`src/rtl/slipb_pkg.sv`:
```
// ----------------------------------------------------------------------------
// slipb_pkg: shared types and constants of the instruction prefetch buffer
// Transaction layouts, operation and result codes, and line geometry.
// ----------------------------------------------------------------------------
package slipb_pkg;

   localparam int LINE_BYTES = 8;
   localparam int OPC_BYTES  = 4;

   localparam int ADDR_W     = 32;
   localparam int INSN_W     = 32;
   localparam int DATA_W     = 64;
   localparam int OPC_W      = OPC_BYTES * 8;
   localparam int LINE_IDX_W = $clog2(LINE_BYTES);

   localparam logic [ADDR_W-1:0] LINE_MASK = ADDR_W'(LINE_BYTES - 1);

   localparam logic [1:0] OP_FETCH = 2'd0;
   localparam logic [1:0] OP_LINE  = 2'd1;
   localparam logic [1:0] OP_FLUSH = 2'd2;

   localparam logic [1:0] KIND_REQ   = 2'd0;
   localparam logic [1:0] KIND_INSN  = 2'd1;
   localparam logic [1:0] KIND_FAULT = 2'd2;

   typedef struct packed {
      logic [1:0]        opcode;
      logic [ADDR_W-1:0] fetch_addr;
      logic [DATA_W-1:0] line_data;
      logic              line_error;
   } req_type;

   typedef struct packed {
      logic [1:0]        kind;
      logic [ADDR_W-1:0] mem_addr;
      logic [INSN_W-1:0] insn_word;
      logic [ADDR_W-1:0] insn_addr;
   } rsp_type;

endpackage

```
`src/rtl/single_line_insn_prefetch_buffer.sv`:
```
// ----------------------------------------------------------------------------
// single_line_insn_prefetch_buffer: one-line instruction prefetch buffer
// A request passes through the input register, then the result register, to the response.
// Throughput is one request transaction per cycle unless the response side stalls.
// The response register lets a new request enter while a response waits.
// Reset invalidates the held line and clears the miss state and both registers' valid flags.
// ----------------------------------------------------------------------------
module single_line_insn_prefetch_buffer import slipb_pkg::*; (
   input  logic              clock,
   input  logic              reset,
   input  logic              req_valid,
   output logic              req_ready,
   input  logic [1:0]        req_opcode,
   input  logic [ADDR_W-1:0] req_fetch_addr,
   input  logic [DATA_W-1:0] req_line_data,
   input  logic              req_line_error,
   output logic              rsp_valid,
   input  logic              rsp_ready,
   output logic [1:0]        rsp_kind,
   output logic [ADDR_W-1:0] rsp_mem_addr,
   output logic [INSN_W-1:0] rsp_insn_word,
   output logic [ADDR_W-1:0] rsp_insn_addr
);

   req_type req_in_data;
   req_type stage_data;
   logic    stage_valid;
   logic    go;
   logic    core_has_rsp;
   rsp_type core_rsp;

   logic    rsp_valid_ff, rsp_valid_in;
   rsp_type rsp_data_ff, rsp_data_in;

   assign req_in_data.opcode     = req_opcode;
   assign req_in_data.fetch_addr = req_fetch_addr;
   assign req_in_data.line_data  = req_line_data;
   assign req_in_data.line_error = req_line_error;

   assign go = stage_valid && (!rsp_valid_ff || rsp_ready);

   slipb_in_reg u_in_reg (
      .clock     (clock),
      .reset     (reset),
      .in_valid  (req_valid),
      .in_ready  (req_ready),
      .in_data   (req_in_data),
      .advance   (go),
      .out_valid (stage_valid),
      .out_data  (stage_data)
   );

   slipb_core u_core (
      .clock   (clock),
      .reset   (reset),
      .go      (go),
      .req     (stage_data),
      .has_rsp (core_has_rsp),
      .rsp     (core_rsp)
   );

   always_comb begin
      rsp_valid_in = rsp_valid_ff;
      rsp_data_in  = rsp_data_ff;
      if (rsp_ready) begin
         rsp_valid_in = 1'b0;
      end
      if (go && core_has_rsp) begin
         rsp_valid_in = 1'b1;
         rsp_data_in  = core_rsp;
      end
   end

   always_ff @(posedge clock) begin
      if (reset) begin
         rsp_valid_ff <= 1'b0;
      end else begin
         rsp_valid_ff <= rsp_valid_in;
      end
      rsp_data_ff <= rsp_data_in;
   end

   assign rsp_valid     = rsp_valid_ff;
   assign rsp_kind      = rsp_data_ff.kind;
   assign rsp_mem_addr  = rsp_data_ff.mem_addr;
   assign rsp_insn_word = rsp_data_ff.insn_word;
   assign rsp_insn_addr = rsp_data_ff.insn_addr;

endmodule

```
`src/rtl/slipb_in_reg.sv`:
```
// ----------------------------------------------------------------------------
// slipb_in_reg: input register of the instruction prefetch buffer
// Captures one request transaction and holds it until the core consumes it.
// ----------------------------------------------------------------------------
module slipb_in_reg import slipb_pkg::*; (
   input  logic    clock,
   input  logic    reset,
   input  logic    in_valid,
   output logic    in_ready,
   input  req_type in_data,
   input  logic    advance,
   output logic    out_valid,
   output req_type out_data
);

   logic    valid_ff, valid_in;
   req_type data_ff, data_in;

   assign in_ready = !valid_ff || advance;

   always_comb begin
      valid_in = valid_ff;
      data_in  = data_ff;
      if (advance) begin
         valid_in = 1'b0;
      end
      if (in_valid && in_ready) begin
         valid_in = 1'b1;
         data_in  = in_data;
      end
   end

   always_ff @(posedge clock) begin
      if (reset) begin
         valid_ff <= 1'b0;
      end else begin
         valid_ff <= valid_in;
      end
      data_ff <= data_in;
   end

   assign out_valid = valid_ff;
   assign out_data  = data_ff;

endmodule

```
`src/rtl/slipb_core.sv`:
```
// ----------------------------------------------------------------------------
// slipb_core: line state and decision logic of the instruction prefetch buffer
// Holds the line and the miss state, and forms at most one response per request.
// ----------------------------------------------------------------------------
module slipb_core import slipb_pkg::*; (
   input  logic    clock,
   input  logic    reset,
   input  logic    go,
   input  req_type req,
   output logic    has_rsp,
   output rsp_type rsp
);

   localparam logic [1:0] PH_IDLE = 2'd0;
   localparam logic [1:0] PH_LOW  = 2'd1;
   localparam logic [1:0] PH_HIGH = 2'd2;

   typedef struct packed {
      logic              fits;
      logic [INSN_W-1:0] word;
      logic [INSN_W-1:0] low;
      logic [ADDR_W-1:0] next;
   } serve_type;

   function automatic serve_type serve(input logic [ADDR_W-1:0] addr,
                                       input logic [ADDR_W-1:0] base,
                                       input logic [DATA_W-1:0] store);
      serve_type             s;
      logic [LINE_IDX_W-1:0] index;
      logic [DATA_W-1:0]     bytes;
      logic [LINE_IDX_W:0]   pos;
      index  = LINE_IDX_W'(addr - base);
      bytes  = store >> {index, 3'b000};
      s.fits = ({1'b0, index} + (LINE_IDX_W + 1)'(OPC_BYTES))
               <= (LINE_IDX_W + 1)'(LINE_BYTES);
      s.word = INSN_W'(bytes[OPC_W-1:0]);
      s.low  = '0;
      for (int i = 0; i < OPC_BYTES; i++) begin
         pos = {1'b0, index} + (LINE_IDX_W + 1)'(i);
         if (pos < (LINE_IDX_W + 1)'(LINE_BYTES)) begin
            s.low[i*8 +: 8] = bytes[i*8 +: 8];
         end
      end
      s.next = (addr + ADDR_W'(LINE_BYTES - 1)) & ~LINE_MASK;
      return s;
   endfunction

   logic [DATA_W-1:0] line_store_ff, line_store_in;
   logic [ADDR_W-1:0] line_base_ff, line_base_in;
   logic              line_valid_ff, line_valid_in;
   logic [1:0]        phase_ff, phase_in;
   logic [ADDR_W-1:0] pending_addr_ff, pending_addr_in;
   logic [INSN_W-1:0] saved_low_ff, saved_low_in;

   logic [ADDR_W-1:0]     srv_addr;
   logic [DATA_W-1:0]     srv_store;
   serve_type             srv;
   logic                  do_serve;
   logic [ADDR_W-1:0]     hit_off;
   logic [ADDR_W-1:0]     merge_next;
   logic [LINE_IDX_W-1:0] merge_nb;
   logic [INSN_W-1:0]     merge_word;

   always_comb begin
      srv_addr   = (req.opcode == OP_FETCH) ? req.fetch_addr : pending_addr_ff;
      srv_store  = (req.opcode == OP_FETCH) ? line_store_ff : req.line_data;
      srv        = serve(srv_addr, line_base_ff, srv_store);
      hit_off    = req.fetch_addr - line_base_ff;
      merge_next = (pending_addr_ff + ADDR_W'(LINE_BYTES - 1)) & ~LINE_MASK;
      merge_nb   = LINE_IDX_W'(merge_next - pending_addr_ff);
      merge_word = saved_low_ff | (req.line_data[INSN_W-1:0] << {merge_nb, 3'b000});
      merge_word = INSN_W'(merge_word[OPC_W-1:0]);

      line_store_in   = line_store_ff;
      line_base_in    = line_base_ff;
      line_valid_in   = line_valid_ff;
      phase_in        = phase_ff;
      pending_addr_in = pending_addr_ff;
      saved_low_in    = saved_low_ff;
      has_rsp         = 1'b0;
      rsp             = '0;
      do_serve        = 1'b0;

      if (go) begin
         case (req.opcode)
            OP_FETCH: begin
               if (phase_ff == PH_IDLE) begin
                  if (line_valid_ff && (hit_off < ADDR_W'(LINE_BYTES))) begin
                     do_serve = 1'b1;
                  end else begin
                     line_base_in    = req.fetch_addr & ~LINE_MASK;
                     line_valid_in   = 1'b0;
                     pending_addr_in = req.fetch_addr;
                     phase_in        = PH_LOW;
                     has_rsp         = 1'b1;
                     rsp.kind        = KIND_REQ;
                     rsp.mem_addr    = req.fetch_addr & ~LINE_MASK;
                     rsp.insn_addr   = req.fetch_addr;
                  end
               end
            end
            OP_LINE: begin
               if (phase_ff != PH_IDLE) begin
                  has_rsp = 1'b1;
                  if (req.line_error) begin
                     line_valid_in = 1'b0;
                     phase_in      = PH_IDLE;
                     rsp.kind      = KIND_FAULT;
                     rsp.mem_addr  = line_base_ff;
                     rsp.insn_addr = pending_addr_ff;
                  end else begin
                     line_store_in = req.line_data;
                     line_valid_in = 1'b1;
                     if (phase_ff == PH_LOW) begin
                        do_serve = 1'b1;
                     end else begin
                        phase_in      = PH_IDLE;
                        rsp.kind      = KIND_INSN;
                        rsp.insn_word = merge_word;
                        rsp.insn_addr = pending_addr_ff;
                     end
                  end
               end
            end
            OP_FLUSH: begin
               line_valid_in = 1'b0;
            end
            default: begin
            end
         endcase
      end

      if (do_serve) begin
         has_rsp       = 1'b1;
         rsp.insn_addr = srv_addr;
         if (srv.fits) begin
            phase_in      = PH_IDLE;
            rsp.kind      = KIND_INSN;
            rsp.insn_word = srv.word;
         end else begin
            saved_low_in    = srv.low;
            line_base_in    = srv.next;
            line_valid_in   = 1'b0;
            pending_addr_in = srv_addr;
            phase_in        = PH_HIGH;
            rsp.kind        = KIND_REQ;
            rsp.mem_addr    = srv.next;
         end
      end
   end

   always_ff @(posedge clock) begin
      if (reset) begin
         line_base_ff    <= '0;
         line_valid_ff   <= 1'b0;
         phase_ff        <= PH_IDLE;
         pending_addr_ff <= '0;
         saved_low_ff    <= '0;
      end else begin
         line_base_ff    <= line_base_in;
         line_valid_ff   <= line_valid_in;
         phase_ff        <= phase_in;
         pending_addr_ff <= pending_addr_in;
         saved_low_ff    <= saved_low_in;
      end
      line_store_ff <= line_store_in;
   end

endmodule

```
`config.mk`:
```
export PLATFORM = sky130hd
export DESIGN_NAME = single_line_insn_prefetch_buffer
export DESIGN_NICKNAME = d
export VERILOG_FILES = /design/src/rtl/slipb_pkg.sv /design/src/rtl/single_line_insn_prefetch_buffer.sv /design/src/rtl/slipb_in_reg.sv /design/src/rtl/slipb_core.sv
export SDC_FILE = /design/constraint.sdc
export NUM_CORES = 1
export LEC_CHECK = 0
export BUFFER_PORTS_ARGS = -buffer_cell sky130_fd_sc_hd__buf_4
export CELL_PAD_IN_SITES_DETAIL_PLACEMENT = 2
export CELL_PAD_IN_SITES_GLOBAL_PLACEMENT = 2
export CORE_MARGIN = 1
export CORE_UTILIZATION = 42
export DETAILED_ROUTE_END_ITERATION = 10
export PLACE_DENSITY_LB_ADDON = 0.1
export SLEW_MARGIN = 20
export SYNTH_ARGS = -nofsm -noshare
export SYNTH_HDL_FRONTEND = slang
export SYNTH_SLANG_ARGS = --single-unit
```
`constraint.sdc`:
```
create_clock -name clock -period 9.3 [get_ports clock]
set_input_delay 1.86 -clock clock [delete_from_list [all_inputs] [get_ports clock]]
set_output_delay 1.86 -clock clock [all_outputs]
set_load 0.05 [all_outputs]
```
==> impl_results.md, run 1 <==
- Outcome: complete, no violations
- DIE WIDTH: 215 um
- Placement Rows: 77
- Clock Latency Late Sink: 0.60 ns
- Largest net degree at the start of global routing: 113
- Slew @ Worst Pin: 1.04 ns
- Initial Util: 42.7%
- Post-CTS Setup Bufs: 0
- FF-to-FF path depth: 13
- Power per cell area: 182 mW/mm2
- Critical path type: reg -> reg
- Post-synth ARST share: 0%
- RSZ-0062 raised after global routing: no
- Initial antenna violation count: 0
- Nets: 2101
- Synth area leader: edfxtp_1
- Clk sinks: 362
- Distinct cells, synth: 80
- Worst path max stage delay: 0.80 ns
- Max-slew violation count: 0
- Sequential area share after synthesis: 52.0%
- CP Capture Type: register
- Cell with the most instances after synthesis: edfxtp_1
- Routed WL: 72900 um
- Post-synthesis register bit count: 362
- Root buf cell: clkbuf_16
- Input/output buffers: 202
- Dominant cells by area after synthesis: edfxtp_1 (41%), dfxtp_1 (11%), mux2i_1 (8.1%)
- Post-synthesis cell area: 0.0190 mm2
- TritonCTS clock tree: done
- Multi-input gate area: 0.00853 mm2
- Slew Limit Headroom: 30.3%
- Vias in the first global route: 17.7k
- First-pass GRT wire length: 109000 um
- GRT Total Usage: 31.3%
- Fin Clk Skew: 0.0333 ns
- # H-tree levels: 2
- CTS Buffer Depth: 3
- CP Cell Sequence: ha_1 -> a21oi_1 -> o21a_1 -> o32a_1 -> o211ai_1 -> a2111oi_0 -> o311ai_0 -> nor4_1 -> and4bb_2 -> a21o_1 -> buf_4 -> nand2_1 -> a21oi_1
- Maximum clock frequency: 0.177 GHz
- WHS Path Cells: 0
- Post_cts resized: 0
- DR iter-0 viols: 838
- CTS Hold Bufs: 0
- Setup TNS: 0 ns
- Worst vdd ir: 0.000176 V
- Register area: 0.00986 mm2
- Main flop type after synthesis: edfxtp_1
- Reg clk slew, reported paths: 0.07 ns
- Placer Congestion: 0.870
- Vias per std cell: 6.16
- Syn. warnings: 0
- Die Area: 0.0460 mm2
- Core area: 0.0444 mm2
- Hold crit path type: reg -> reg
- Reg-to-Reg End: u_core.pending_addr_ff[5]
- Slowest-stage cell, CP: a21o_1
- Synthesis-to-layout area growth: 18.9%
- Crit-path most repeated cell: a21oi_1
- Startpoint types: register
- GRT overflow: 0
- Antenna Cells: 0
- Syn nets: 1961
- Hold Path Sink: u_core.line_store_ff[54]
- I/O pins: 203
- DRT Pass-1 Iters: 5
- Endpoints failing setup: 0
- Worst Hold Launch: u_in_reg.out_data[55]
- Hold Fails Final Rpt: 0
- CP Max Fanout: 17
- Cells after Synth: 1825
- Commonest cells in the netlist: edfxtp_1 (261), nand2_1 (248), a21oi_1 (155)
- DRC: 0
- RR Startpoint: u_in_reg.out_data[73]
- R2r setup slk: 3.64 ns
- CTS Buf Count: 43
- Power, Total: 0.00410 W
- Arr. time, crit path: 6.16 ns
- Layout cells sized above 1: 17.2%
- Leakage: 7.95 nW
- Drt wl/cell: 28.2 um
- Via count: 15.9k
- Average size of a mapped cell: 10.4 um2
- Maxcap violations: 0
- Die H: 215 um
- Number of flops mapped to enable cells by yosys: 261
- Post-DP HPWL: 49000 um
- ANT nets after route: 0
- Fin crit share: 60.8%
- Min cycle time layout: 5.66 ns
- Critical Path RT: 9.81 ns
- Synth top area share: 41.3%
- Fillers: 4458
==> layout make-up <==
type,instances,share of cell area (%)
multi-input combinational,1289,37.8
timing repair buffer,225,7.64
clock buffer,54,5.09
sequential,362,43.7
clock inverter,24,1.69
tap,592,3.29
inverter,44,0.738
==> state kept, by name, summed over array words and instances, names as in the netlist <==
name / flops
u_core.pending_addr_ff: 32
u_core.line_base_ff: 32
rsp_kind: 2
u_core.line_store_ff: 64
u_core.line_valid_ff: 1
rsp_valid: 1
rsp_insn_word: 32
u_core.saved_low_ff: 32
u_in_reg.out_data: 99
u_core.phase_ff: 2
rsp_mem_addr: 32
u_in_reg.out_valid: 1
rsp_insn_addr: 32
==> metal layers <==
metal	track usage, %	vias to the layer above	part of all wire (%)
met2	58.6	397	53
met4	14.9	0	4.4
met5	0	-	0
met1	35.2	8278	39
li1	-	7125	-
met3	3.49	148	3.1
==> cell families (layout without fill, tap and decap cells) <==
kind of cell	Yosys count	after routing	synth area share (%)
AOI/OAI and AO/OA	535	535	18.0
xor gates and xnor gates	46	46	2.12
adders and majority gates	33	33	2.22
buffers and inverters	174	347	3.61
DFF	362	362	52.0
muxes	170	170	9.62
and+or+nand+nor	505	505	12.4
==> worst max-delay path, delay by kind of cell (launching register included) <==
| kind | cells | cell delay (ns) |
|---|---|---|
| flops | 1 | 0.58 |
| fa+ha+maj | 1 | 0.52 |
| compound gates | 8 | 2.69 |
| buf+inv | 1 | 0.41 |
| simple gates | 3 | 1.36 |
==> worst max path at each step <==
stage                          start  slack (ns)  cells past startpoint                   endpoint
2_1_floorplan              rsp_ready        3.49                      7    u_core.line_store_ff[0]
3_3_place_gp               rsp_ready        3.76                     12     u_core.saved_low_ff[2]
3_5_place_dp               rsp_ready        3.52                     13            rsp_mem_addr[6]
5_1_grt        u_in_reg.out_data[69]        3.36                     13  u_core.pending_addr_ff[5]
6_report       u_in_reg.out_data[73]        3.64                     13  u_core.pending_addr_ff[5]
4_1_cts        u_in_reg.out_data[73]        3.66                     13  u_core.pending_addr_ff[5]
==> layout by cell type, fill, tap and decap left out, types with 9 or more instances in the layout <==
master,instances
o22ai_1,51
inv_1,43
o21a_1,19
a211oi_1,24
and2_1,16
nor3_1,36
a21oi_1,153
xnor2_1,24
and3_1,18
mux4_2,9
nand2_1,247
ha_1,31
a22oi_1,61
clkinv_2,9
buf_4,223
mux2i_1,153
a31oi_1,21
nand3_1,39
bufinv_16,9
a21o_1,24
clkbuf_16,43
edfxtp_1,261
nand4_1,12
o2bb2ai_1,24
nor2_1,64
dfxtp_1,100
xor2_1,20
o21ai_0,91
==> report_power, final <==
group / switching (W) / internal (W)
Combinational: 0.000277 / 0.000152
Clock: 0.000731 / 0.00113
Sequential: 0.0000475 / 0.00176
Total: 0.00106 / 0.00305
==> through the flow <==
| stage | std cells | util [%] | hold WS (ns) | instance area, um2 | setup WS [ns] |
|---|---|---|---|---|---|
| 6_report | 2590 | 50.8 | 0.452 | 22500 | 3.64 |
| 5_1_grt | 2590 | 50.8 | 0.467 | 22500 | 3.36 |
| 4_1_cts | 2590 | 50.8 | 0.453 | 22500 | 3.66 |
| 3_5_place_dp | 2512 | 47.3 | 0.438 | 21000 | 3.52 |
| 3_3_place_gp | 2511 | 47.2 | 0.435 | 21000 | 3.76 |
| 2_1_floorplan | 1825 | - | 0.426 | 19000 | 3.49 |
(Power assumes the default switching activity.)
==> run 2: changes to the inputs <==
--- a/config.mk
+++ b/config.mk
@@ -9,7 +9,7 @@
 export CELL_PAD_IN_SITES_DETAIL_PLACEMENT = 2
 export CELL_PAD_IN_SITES_GLOBAL_PLACEMENT = 2
 export CORE_MARGIN = 1
-export CORE_UTILIZATION = 42
+export CORE_UTILIZATION = 35
 export DETAILED_ROUTE_END_ITERATION = 10
 export PLACE_DENSITY_LB_ADDON = 0.1
 export SLEW_MARGIN = 20
==> constraint.sdc (replaced) <==
create_clock -name clock -period 4.95 [get_ports clock]
set_input_delay 0.99 -clock clock [delete_from_list [all_inputs] [get_ports clock]]
set_output_delay 0.99 -clock clock [all_outputs]
set_load 0.05 [all_outputs]
==> run 2 against run 1 <==
Effect of this change: hold slack about the same; cell count up 6.1%; first-iteration DRC count down 1.8%; cell area up 1.9%; register-to-register slack worse by 3.2 ns; flip-flop and latch count unchanged; non-clock buffer count up 62; clock skew down 0.011 ns; critical endpoint is now rsp_insn_addr[9]; highest routed layer unchanged.
==> impl_results.md, run 2 (synthesized netlist as in run 1, its figures left out) <==
- Outcome: complete, no violations (unchanged)
- Post-CTS Setup Bufs: 0 (unchanged)
- Startpoint types: register (unchanged)
- Fillers: 5481 (was 4458)
- Core area: 0.0531 mm2 (was 0.0444 mm2)
- Initial antenna violation count: 0 (unchanged)
- Max reg flops: 99 (unchanged)
- DRT Pass-1 Iters: 5 (unchanged)
- First-pass GRT wire length: 109000 um (about the same)
- I/O pins: 203 (unchanged)
- Logic pwr share: 11.5% (was 10.5%)
- Die Area: 0.0551 mm2 (was 0.0460 mm2)
- Maxcap violations: 0 (unchanged)
- Dpl ws: 0.437 ns (was 3.52 ns)
- TritonCTS clock tree: done (unchanged)
- Most common cell after layout, fill and taps aside: buf_4 (was edfxtp_1)
- CTS Buf Count: 44 (was 43)
- Vias in the first global route: 17.7k (about the same)
- Maximum clock frequency: 0.220 GHz (was 0.177 GHz)
- Min cycle time layout: 4.55 ns (was 5.66 ns)
- Hold Slack: 0.452 ns (about the same)
- Register area: 0.00986 mm2 (unchanged)
- Cell Area, Placed: 0.0216 mm2 (was 0.0210 mm2)
- Power, Total: 0.00728 W (was 0.00410 W)
- Commonest cells after routing, fill and taps aside: buf_4 (280), edfxtp_1 (261), nand2_1 (247) (was edfxtp_1 (261), nand2_1 (247), buf_4 (223))
- Fin Clk Skew: 0.0222 ns (was 0.0333 ns)
- Antenna Cells: 0 (unchanged)
- Power per cell area: 317 mW/mm2 (was 182 mW/mm2)
- CTS Buffer Depth: 3 (unchanged)
- Placer Congestion: 0.867 (was 0.870)
- ANT nets after route: 0 (unchanged)
- Slew Limit Headroom: 28.4% (was 30.3%)
- Max-slew violation count: 0 (unchanged)
- Layout cells sized above 1: 19.0% (was 17.2%)
- Synthesis-to-layout area growth: 21.1% (was 18.9%)
- Post-DP HPWL: 51800 um (was 49000 um)
- Placement Rows: 84 (was 77)
- Clk pwr share: 42.1% (was 45.4%)
- PnR worst setup slack: 0.397 ns (was 3.64 ns)
- Multi-input gate area: 0.00851 mm2 (was 0.00853 mm2)
- Clock Latency Late Sink: 0.59 ns (was 0.60 ns)
- Sequential share of power: 46.4% (was 44.1%)
- Routed WL: 72400 um (was 72900 um)
- Die H: 235 um (was 215 um)
- Root buf cell: clkbuf_16 (unchanged)
- Slew @ Worst Pin: 1.07 ns (was 1.04 ns)
- Worst vdd ir: 0.000296 V (was 0.000176 V)
- CP Max Fanout: 25 (was 17)
- Reg clk slew, reported paths: 0.06 ns (was 0.07 ns)
- RSZ-0062 raised after global routing: no (unchanged)
- Switching pwr: 0.00195 W (was 0.00106 W)
- Largest net degree at the start of global routing: 81 (was 113)
- Initial Util: 35.7% (was 42.7%)
- Via count: 15.8k (was 15.9k)
- Leakage: 8.18 nW (was 7.95 nW)
- Int Power: 0.00533 W (was 0.00305 W)
- Critical Path RT: 5.26 ns (was 9.81 ns)
- Final instance area: 0.0230 mm2 (was 0.0225 mm2)
- DR iter-0 viols: 823 (was 838)
- CP Capture Type: register (unchanged)
- Vias per std cell: 5.75 (was 6.16)
- Clk sinks: 362 (unchanged)
- Arr. time, crit path: 4.86 ns (was 6.16 ns)
- Nets: 2164 (was 2101)
- GRT Total Usage: 25.9% (was 31.3%)
- DIE WIDTH: 235 um (was 215 um)
- Endpoints failing setup: 0 (unchanged)
- Post_cts resized: 0 (unchanged)
- Drt wl/cell: 26.3 um (was 28.2 um)
- Setup TNS: 0 ns (unchanged)
- Input/output buffers: 202 (unchanged)
- Sw Share: 26.8% (was 25.7%)
- DRC: 0 (unchanged)
- Fin crit share: 92.0% (was 60.8%)
- Hold crit path type: reg -> reg (unchanged)
- # H-tree levels: 2 (unchanged)
- CTS Hold Bufs: 0 (unchanged)
- GRT overflow: 0 (unchanged)
- Hold Fails Final Rpt: 0 (unchanged)
- Critical path type: reg -> reg (unchanged)
run 2: layout make-up:
cell class	count	share of cell area, %
clock inverters	15	0.507
flip-flops and latches	362	42.9
multi-input cells	1289	37.0
well taps	688	3.75
inverters	44	0.719
repair buffers	287	9.76
clock buffers	64	5.29
run 2: path summary, 6_finish.rpt:
check	endpoint	slack (ns)	cells after the start	startpoint
setup / recovery	rsp_insn_addr[9]	0.40	13	u_in_reg.out_data[84]
hold / removal	u_core.line_store_ff[60]	0.45	0	u_in_reg.out_data[61]
setup reg to reg	rsp_insn_addr[9]	0.40	13	u_in_reg.out_data[84]
hold reg to reg	u_core.line_store_ff[60]	0.45	0	u_in_reg.out_data[61]
run 2: critical path: stages (launching register included):
cell and delay, ns:
edfxtp_1 0.53, ha_1 0.48, nand2_1 0.17, o21ai_1 0.45, o21ai_0 0.15, o21ai_0 0.12
nand4_1 0.11, or4_1 0.52, nor4b_1 0.50, nand2_1 0.17, o311a_2 0.51, buf_12 0.23
a22oi_1 0.22, o22ai_1 0.11
run 2: power groups by stage:
stage | combinational [W] | clock, W | sequential [W]
after global placement | 0.000816 | 0 | 0.00344
after detailed placement | 0.000839 | 0 | 0.00344
after floorplan | 0.000478 | 0 | 0.00344
after global routing | 0.000902 | 0.00324 | 0.00339
after CTS | 0.000846 | 0.00316 | 0.00338
final | 0.000837 | 0.00307 | 0.00338
run 2: per-layer routing:
layer / track usage, % / vias up / wire, um
met2: 49.5 / 290 / 39000
met1: 28.9 / 8108 / 28800
li1: - / 7258 / -
met3: 2.77 / 138 / 1740
met5: 0 / - / 0
met4: 11.1 / 0 / 2870
run 2: stage by stage:
step	util, %	cells
3_5_place_dp	40.8	2670
5_1_grt	43.3	2749
3_3_place_gp	40.8	2670
2_1_floorplan	-	1825
6_report	43.3	2749
4_1_cts	43.3	2749
==> run 3: changes to the inputs <==
--- a/config.mk
+++ b/config.mk
@@ -11,7 +11,7 @@
 export CORE_MARGIN = 1
 export CORE_UTILIZATION = 35
 export DETAILED_ROUTE_END_ITERATION = 10
-export PLACE_DENSITY_LB_ADDON = 0.1
+export PLACE_DENSITY = 0.84
 export SLEW_MARGIN = 20
 export SYNTH_ARGS = -nofsm -noshare
 export SYNTH_HDL_FRONTEND = slang
==> run 3 against run 2 <==
Effect of this change: routed wire length rose by 3.7%; global-route usage rose by 0.86 points; flip-flop and latch count did not move; largest cell class unchanged; cell count fell by 0.18%; fmax fell by 3.5%.
==> impl_results.md, run 3 (synthesized netlist as in run 1, its figures left out) <==
- CP Buf/Inv Count: 2 (was 1)
- Crit-path leading delay family: XOR/XNOR gates (was compound AO/OA/AOI/OAI gates)
- Hold Slack: 0.454 ns (was 0.452 ns)
- Root buf cell: clkbuf_16 (unchanged)
- Cell Area, Placed: 0.0216 mm2 (about the same)
- RR Startpoint: u_in_reg.out_data[98] (was u_in_reg.out_data[84])
- Multi-input gate area: 0.00853 mm2 (was 0.00851 mm2)
- GRT Total Usage: 26.8% (was 25.9%)
- Crit-path most repeated cell: mux2i_1
- Dpl ws: 0.197 ns (was 0.437 ns)
- Leakage: 8.19 nW (was 8.18 nW)
- Drt wl/cell: 27.4 um (was 26.3 um)
- CP Capture Type: register (unchanged)
- Slew Limit Headroom: 26.9% (was 28.4%)
- WP depth: 12 (was 13)
- TritonCTS clock tree: done (unchanged)
- Hold crit path type: reg -> reg (unchanged)
- DRT Pass-1 Iters: 5 (unchanged)
- Power per cell area: 322 mW/mm2 (was 317 mW/mm2)
- DR iter-0 viols: 995 (was 823)
- Max-slew violation count: 0 (unchanged)
- CP Max Fanout: 24 (was 25)
- Slew @ Worst Pin: 1.10 ns (was 1.07 ns)
- Commonest cells after routing, fill and taps aside: buf_4 (273), edfxtp_1 (261), nand2_1 (247) (was buf_4 (280), edfxtp_1 (261), nand2_1 (247))
- CTS Buffer Depth: 3 (unchanged)
- R2r setup slk: 0.23 ns (was 0.40 ns)
- Reg-to-Reg End: u_core.saved_low_ff[4] (was rsp_insn_addr[9])
- Antenna Cells: 0 (unchanged)
- Critical Path Sink: u_core.saved_low_ff[4] (was rsp_insn_addr[9])
- Worst path max stage delay: 0.63 ns (was 0.53 ns)
- Nets: 2159 (was 2164)
- Outcome: complete, no violations (unchanged)
- Register area: 0.00986 mm2 (unchanged)
- First-pass GRT wire length: 113000 um (was 109000 um)
- Post-CTS Setup Bufs: 0 (unchanged)
- Endpoints failing setup: 0 (unchanged)
- Clock Latency Late Sink: 0.60 ns (was 0.59 ns)
- Initial Util: 35.7% (unchanged)
- CTS Buf Count: 43 (was 44)
- Reg clk slew, reported paths: 0.07 ns (was 0.06 ns)
- Fillers: 5474 (was 5481)
- Die Area: 0.0551 mm2 (unchanged)
- Critical Path RT: 5.48 ns (was 5.26 ns)
- Fin crit share: 95.4% (was 92.0%)
- Min cycle time layout: 4.72 ns (was 4.55 ns)
- Crit path from: u_in_reg.out_data[98] (was u_in_reg.out_data[84])
- Via count: 16.2k (was 15.8k)
- I/O pins: 203 (unchanged)
- Hold Fails Final Rpt: 0 (unchanged)
- Startpoint types: register (unchanged)
- Maxcap violations: 0 (unchanged)
- Placer Congestion: 0.909 (was 0.867)
- Placement Rows: 84 (unchanged)
- Vias per std cell: 5.90 (was 5.75)
- Input/output buffers: 202 (unchanged)
- # H-tree levels: 2 (unchanged)
- Max reg flops: 99 (unchanged)
- ANT nets after route: 0 (unchanged)
- GRT overflow: 0 (unchanged)
- Final instance area: 0.0230 mm2 (about the same)
- Post-DP HPWL: 53000 um (was 51800 um)
- Largest net degree at the start of global routing: 66 (was 81)
- Clk sinks: 362 (unchanged)
- Synthesis-to-layout area growth: 21.4% (was 21.1%)
- RSZ-0062 raised after global routing: no (unchanged)
- Final core utilization: 43.4% (was 43.3%)
- Initial antenna violation count: 0 (unchanged)
- DIE WIDTH: 235 um (unchanged)
- Layout cells sized above 1: 19.3% (was 19.0%)
- Slowest-stage cell, CP: xor2_4 (was edfxtp_1)
- PnR worst setup slack: 0.230 ns (was 0.397 ns)
- Setup TNS: 0 ns (unchanged)
- Core area: 0.0531 mm2 (unchanged)
- Worst vdd ir: 0.000348 V (was 0.000296 V)
- Die H: 235 um (unchanged)
- Critical path type: reg -> reg (unchanged)
- Arr. time, crit path: 5.25 ns (was 4.86 ns)
- DRC: 0 (unchanged)
- Maximum clock frequency: 0.212 GHz (was 0.220 GHz)
- Vias in the first global route: 17.7k (about the same)
- Fin Clk Skew: 0.0324 ns (was 0.0222 ns)
- CP Cell Sequence: or2_1 -> mux2i_1 -> ha_1 -> inv_1 -> fa_2 -> xnor2_1 -> xor2_4 -> buf_4 -> mux2i_1 -> o21ai_0 -> mux2i_1 -> nor2_1 (was ha_1 -> nand2_1 -> o21ai_1 -> o21ai_0 -> o21ai_0 -> nand4_1 -> or4_1 -> nor4b_1 -> nand2_1 -> o311a_2 -> buf_12 -> a22oi_1 -> o22ai_1)
- Most common cell after layout, fill and taps aside: buf_4 (unchanged)
- Routed WL: 75100 um (was 72400 um)
- FF-to-FF path depth: 12 (was 13)
run 3: cell types whose count changed in the layout (fill, tap and decap cells not counted), moves of 2 or more:
cell / previous run / this run
nor2_2: 0 / 2
clkinv_8: 0 / 2
bufinv_16: 0 / 3
buf_12: 7 / 9
buf_4: 280 / 273
clkbuf_1: 16 / 9
clkinvlp_4: 1 / 4
run 3: how the worst min path moves through the flow:
stage,startpoint,endpoint,depth (start not counted)
2_1_floorplan,u_in_reg.out_data[33],u_core.line_store_ff[32],0
5_1_grt,u_in_reg.out_data[58],u_core.line_store_ff[57],0
3_5_place_dp,u_in_reg.out_data[45],u_core.line_store_ff[44],0
6_report,u_in_reg.out_data[45],u_core.line_store_ff[44],0
4_1_cts,u_in_reg.out_data[45],u_core.line_store_ff[44],0
3_3_place_gp,u_in_reg.out_data[37],u_core.line_store_ff[36],0
run 3: cell type report:
class                   count  share of cell area (%)
clock buffers              56                    5.06
flip-flops and latches    362                    42.8
clock inverters            22                   0.951
multi-input cells        1290                    37.0
repair buffers            282                    9.68
well taps                 688                    3.74
inverters                  44                   0.717
run 3: timing repair:
action,4_1_cts,5_1_grt
gates resized for setup,0,2
hold endpoints to repair,0,0
setup endpoints to repair,0,33
hold buffers,0,0
run 3: through the flow:
step	power [W]	cells
after floorplan	0.00392	1825
after global placement	0.00425	2665
after detailed placement	0.00429	2665
after CTS	0.00749	2743
after global routing	0.00763	2744
final	0.00742	2744
run 3: power breakdown:
group	leakage, nW	switching (W)	total, W	internal (W)
Clock	0.666	0.00136	0.00318	0.00182
Sequential	3.35	0.0000714	0.00338	0.00331
Combinational	4.18	0.000553	0.000859	0.000306
run 3: metal layers:
layer	track usage (%)	vias to the layer above	share of wire (%)
met5	0	-	0
met4	10.8	0	3.9
met3	2.71	143	3.2
met2	50.0	425	53
met1	31.2	8397	40
li1	-	7234	-
run 3: worst register-to-register path: stages, from the launching register on:
cell and delay [ns]:
edfxtp_1 0.54, or2_1 0.32, mux2i_1 0.45, ha_1 0.25
inv_1 0.07, fa_2 0.37, xnor2_1 0.49, xor2_4 0.63
buf_4 0.42, mux2i_1 0.15, o21ai_0 0.60, mux2i_1 0.24
nor2_1 0.14
